## src/hash_table_linear_probe_assert.svh

```systemverilog
// assertion macros for the hash table block
`ifndef HASH_TABLE_LINEAR_PROBE_ASSERT_SVH
`define HASH_TABLE_LINEAR_PROBE_ASSERT_SVH
`ifndef SYNTHESIS
`define HTLP_ASSERT(label, clk, rst_n, prop, msg) \
  label: assert property (@(posedge clk) disable iff (!rst_n) prop) else $error(msg);
`define HTLP_ASSERT_NEXT(label, clk, rst_n, pre, post, msg) \
  label: assert property (@(posedge clk) disable iff (!rst_n) (pre) |=> (post)) else $error(msg);
`else
`define HTLP_ASSERT(label, clk, rst_n, prop, msg)
`define HTLP_ASSERT_NEXT(label, clk, rst_n, pre, post, msg)
`endif
`endif

```

## src/htlp_pkg.sv

```systemverilog
`default_nettype none
package htlp_pkg;
  localparam int unsigned SlotsDefault = 1024;
  localparam int unsigned CountW = 11;
  localparam logic [63:0] FnvBasis = 64'hCBF29CE484222325;
  localparam logic [63:0] FnvPrime = 64'h00000100000001B3;
  localparam logic [CountW-1:0] LoadLimitReset = 11'd512;

  typedef enum logic [1:0] {
    CmdGet = 2'd0,
    CmdPut = 2'd1,
    CmdDel = 2'd2,
    CmdNop = 2'd3
  } cmd_e;

  localparam logic [1:0] StOk = 2'd0;
  localparam logic [1:0] StAbsent = 2'd1;
  localparam logic [1:0] StFull = 2'd2;

  // hash unit status toward the control
  typedef struct packed {
    logic busy;
    logic done;
  } hash_stat_t;
endpackage
`default_nettype wire

```

## src/htlp_hash.sv

```systemverilog
`default_nettype none
// fnv-1a over eight key bytes, one byte and one multiply per cycle
module htlp_hash (
  input  wire logic        clk_i,
  input  wire logic        rst_ni,
  input  wire logic        start_i,
  input  wire logic [63:0] key_i,
  output htlp_pkg::hash_stat_t stat_o,
  output logic [63:0]      hash_o
);
  import htlp_pkg::*;

  logic [63:0] key_q, h_q;
  logic [2:0]  byte_q;
  logic        busy_q, done_q;
  logic [63:0] mixed;

  assign mixed = h_q ^ {56'd0, key_q[7:0]};

  // byte step
  always_ff @(posedge clk_i or negedge rst_ni) begin
    if (!rst_ni) begin
      busy_q <= 1'b0;
      done_q <= 1'b0;
      byte_q <= '0;
    end else begin
      done_q <= 1'b0;
      if (start_i) begin
        busy_q <= 1'b1;
        byte_q <= '0;
      end else if (busy_q) begin
        byte_q <= byte_q + 3'd1;
        if (byte_q == 3'd7) begin
          busy_q <= 1'b0;
          done_q <= 1'b1;
        end
      end
    end
  end

  // payload, no reset
  always_ff @(posedge clk_i) begin
    if (start_i) begin
      key_q <= key_i;
      h_q   <= FnvBasis;
    end else if (busy_q) begin
      key_q <= {8'd0, key_q[63:8]};
      h_q   <= mixed * FnvPrime;
    end
  end

  assign hash_o = h_q;
  assign stat_o = '{busy: busy_q, done: done_q};
endmodule
`default_nettype wire

```

## config.mk

```make
export PLATFORM = sky130hd
export DESIGN_NAME = htlp_hash
export DESIGN_NICKNAME = d
export VERILOG_FILES = /design/src/hash_table_linear_probe_assert.svh /design/src/htlp_pkg.sv /design/src/htlp_hash.sv
export SDC_FILE = /design/constraint.sdc
export NUM_CORES = 1
export LEC_CHECK = 0
export BUFFER_PORTS_ARGS = -buffer_cell sky130_fd_sc_hd__buf_2
export CAP_MARGIN = 30
export CORE_UTILIZATION = 50
export DETAILED_ROUTE_END_ITERATION = 12
export HOLD_SLACK_MARGIN = 0.15
export PLACE_DENSITY = 0.72
export SLEW_MARGIN = 20
export SYNTH_ARGS = -nofsm -noshare
export SYNTH_HDL_FRONTEND = slang
export SYNTH_SLANG_ARGS = --single-unit
```

## constraint.sdc

```tcl
create_clock -name clk_i -period 6.9 [get_ports clk_i]
set_clock_uncertainty 0.15 [all_clocks]
set_input_delay 2.07 -clock clk_i [delete_from_list [all_inputs] [get_ports clk_i]]
set_output_delay 2.07 -clock clk_i [all_outputs]
set_load 0.005 [all_outputs]
```

==> impl_metrics.py <==
metrics = {
    "grt": {
        "track_usage_pct": 25.39,
        "grt_max_degree": 71,
        "grt_remaining_overflow": 0,
        "first_global_vias": 15560,
        "grt_pass1_wl_um": 82230,
        "antenna_found_initial": 0,
    },
    "floorplanning": {
        "core_area_mm2": 0.04074,
        "pin_count": 133,
        "start_util_pct": 50.64,
        "dieArea_mm2": 0.04208,
        "fp.dieH_um": 205.1,
        "die_w_um": 205.1,
        "core.rowCount": 74,
    },
    "synthesis": {
        "synthesis.area_mm2": 0.02063,
        "yosys-top-cells-area": "ha_1 (26%), fa_1 (24%), inv_1 (10%)",
        "synth_area_leader_cell": "ha_1",
        "synth_most_common_cell": "inv_1",
        "synth_edf_count": 64,
        "synthFlopType": "edfxtp_1",
        "ys_seq_area_share_pct": 16.13,
        "yosys.area.top_type_share_pct": 25.59,
        "yosysWarnings": 0,
        "synthArstFlopShare_pct": 3.759,
        "avgSynthCellArea_um2": 9.686,
        "synthCells": 2130,
        "ys_ff_latch": 133,
        "syn-num-nets": 2863,
        "netlist_top_cells_count": "inv_1 (566), ha_1 (422), fa_1 (244)",
        "yosys.cell_types.count": 63,
    },
    "cts": {
        "numCtsBuffers": 17,
        "cts.sinks": 133,
        "root_buffer": "clkbuf_16",
        "cts_setup_buffers": 0,
        "cts-htree-levels": 4,
        "cts_tree": "done",
        "cts_resized": 0,
        "clk_pin_slew_ps": 70,
        "cts.path.max_buffers": 2,
        "hold_buffers": 0,
        "insertion_delay_ps": 450,
    },
    "setup_path": {
        "max_stage_delay_ps": 520,
        "critPathArrivalTime_ps": 6860,
        "required_ps": 7110,
        "cpMaxStageDelayCell": "fa_1",
        "start_kind": "flip-flop",
        "endpoint_kind": "flip-flop",
        "crit_chain": "xor2_1, ha_1, ha_1, fa_1, fa_1, inv_1, fa_1, inv_1, ha_1, ha_1, inv_1, fa_1, inv_1, ha_1, o21ai_1, a2111oi_0, o31ai_1, a21oi_1, nor4_1, nor4_1, nor2_1, xor2_1, a211oi_2",
        "cp_max_fo": 6,
        "critical_path_class": "flip-flop to flip-flop",
        "cp_common_cell": "ha_1",
    },
    "drt": {
        "drc": 0,
        "dr.first_iter.drc_count": 947,
        "antenna_left": 0,
        "vias": 14630,
        "routed_via_density": 5.298,
        "wl_um": 50550,
        "drtPass1Iterations": 7,
        "wl_per_cell_um": 18.31,
    },
    "cells_and_area": {
        "n_antenna_cell": 0,
        "finalNetCount": 2949,
        "area.growth.synth_to_final_pct": 7.981,
        "multi_input_area_mm2": 0.01456,
        "drive_above_1_share_pct": 12.88,
        "seq_area_mm2": 0.003331,
        "n_fill_cell": 3644,
    },
    "timing": {
        "rsz0062_at_grt": "false",
        "max_slew_margin_pct": 33.77,
        "max_clock_freq_ghz": 0.1502,
        "finalCriticalPeriod_ps": 6656,
        "finalCritPeriodShare_pct": 96.46,
        "worst_pin_slew_ps": 993.5,
        "hold_violations": 0,
        "setup_viol": 0,
        "slew_viol_final": 0,
        "totalNegativeSetupSlack_ps": 0,
    },
    "status": {
        "outcome": "finished clean",
    },
    "placed_design": {
        "io_buffers": 132,
        "dp_hpwl_um": 41890,
        "place_congestion": 0.9571,
    },
    "worst_hold_path": {
        "hold_class": "flip-flop to flip-flop",
    },
    "flow_run": {
        "maxCapViolations": 0,
    },
}
[registers in the layout, indices dropped and copies added, names as in the netlist]
register and count:
key_q 64, hash_o 64, busy_q 1, byte_q 3, done_q 1
[cell usage in the layout (no fill, tap or decap), drive strengths merged, types with 3 or more instances in the layout]
| master | Yosys | layout |
|---|---|---|
| o21ai | 55 | 55 |
| nand3 | 19 | 19 |
| buf | 82 | 176 |
| o31ai | 6 | 6 |
| clkbuf | 27 | 17 |
| nor3b | 4 | 4 |
| nor2b | 5 | 5 |
| inv | 566 | 575 |
| o21bai | 9 | 9 |
| clkinv | 1 | 7 |
| nand2b | 4 | 4 |
| edfxtp | 64 | 64 |
| o211ai | 18 | 18 |
| a22oi | 8 | 8 |
| nor4 | 3 | 3 |
| fa | 244 | 244 |
| a211oi | 12 | 12 |
| mux2 | 56 | 56 |
| a21oi | 82 | 82 |
| dfrtp | 5 | 5 |
| ha | 422 | 422 |
| o22ai | 12 | 12 |
| and2 | 12 | 12 |
| nand4 | 23 | 23 |
| dfxtp | 64 | 64 |
| nand2 | 68 | 68 |
| o21a | 6 | 6 |
| xor2 | 48 | 48 |
| mux2i | 26 | 26 |
| a21boi | 3 | 3 |
| nor3 | 11 | 11 |
| a21o | 20 | 20 |
| xnor2 | 38 | 38 |
| nor2 | 78 | 78 |
| a31oi | 9 | 9 |
[routing by layer]
| metal | vias to the layer above | share of wire [%] | GRT usage (%) |
|---|---|---|---|
| met5 | - | 0 | 0 |
| met4 | 0 | 4.6 | 11.53 |
| met3 | 114 | 4.9 | 3.388 |
| met2 | 410 | 48 | 43.17 |
| met1 | 7170 | 42 | 31.98 |
| li1 | 6933 | - | - |
[cell families after synthesis]
kind of cell,count (synthesis),synth area share [%]
fa+ha+maj,666,49.27
mux,82,4.318
buf+inv,676,13.48
simple gates,237,5.446
flops,133,16.13
xor+xnor,86,3.651
compound gates,250,7.708
[worst paths after layout]
kind                                   startpoint                       to  slack [ps]  cells after the start
setup / recovery           hash_o[2]$_SDFFE_PP1P_  hash_o[51]$_SDFFE_PP0P_         240                     23
hold / removal                key_q[51]$_DFFE_PP_      key_q[43]$_DFFE_PP_         400                      1
setup reg to reg           hash_o[2]$_SDFFE_PP1P_  hash_o[51]$_SDFFE_PP0P_         240                     23
hold reg to reg               key_q[51]$_DFFE_PP_      key_q[43]$_DFFE_PP_         400                      1
max in group asynchronous                  rst_ni         busy_q$_DFF_PN0_        5190                      1
min in group asynchronous                  rst_ni    byte_q[1]$_DFFE_PN0P_        1270                      1
[per-stage QoR]
step / instance area, um^2 / worst slack [ps] / util (%) / std cells / hold WS (ps)
6_report: 22280 / 244.3 / 54.68 / 2761 / 399.4
5_1_grt: 22280 / 12.12 / 54.68 / 2761 / 403.0
4_1_cts: 22240 / 190.0 / 54.60 / 2761 / 400.4
3_5_place_dp: 21640 / 177.9 / 53.12 / 2729 / 383.4
3_3_place_gp: 21640 / 378.0 / 53.12 / 2729 / 360.2
2_1_floorplan: 20630 / 954.4 / - / 2130 / 340.6
[critical path, delay by kind of cell, from the launching register on]
family	cells	cell delay [ps]
xor+xnor	2	510
fa+ha+maj	9	3420
compound gates	5	1370
buf+inv	4	190
flops	1	430
simple gates	3	500
[area by class of cell]
cell class,count,area share (%)
Clock buffer,17,1.910
Sequential cell,133,14.95
Tap cell,532,2.988
Multi-Input combinational cell,1321,65.34
Inverter,567,9.559
Clock inverter,15,0.7919
Timing Repair Buffer,176,4.459
Power is left out: the tool's default activity adds up to more than one toggle a clock period on the data nets, which glitch-free logic cannot reach.
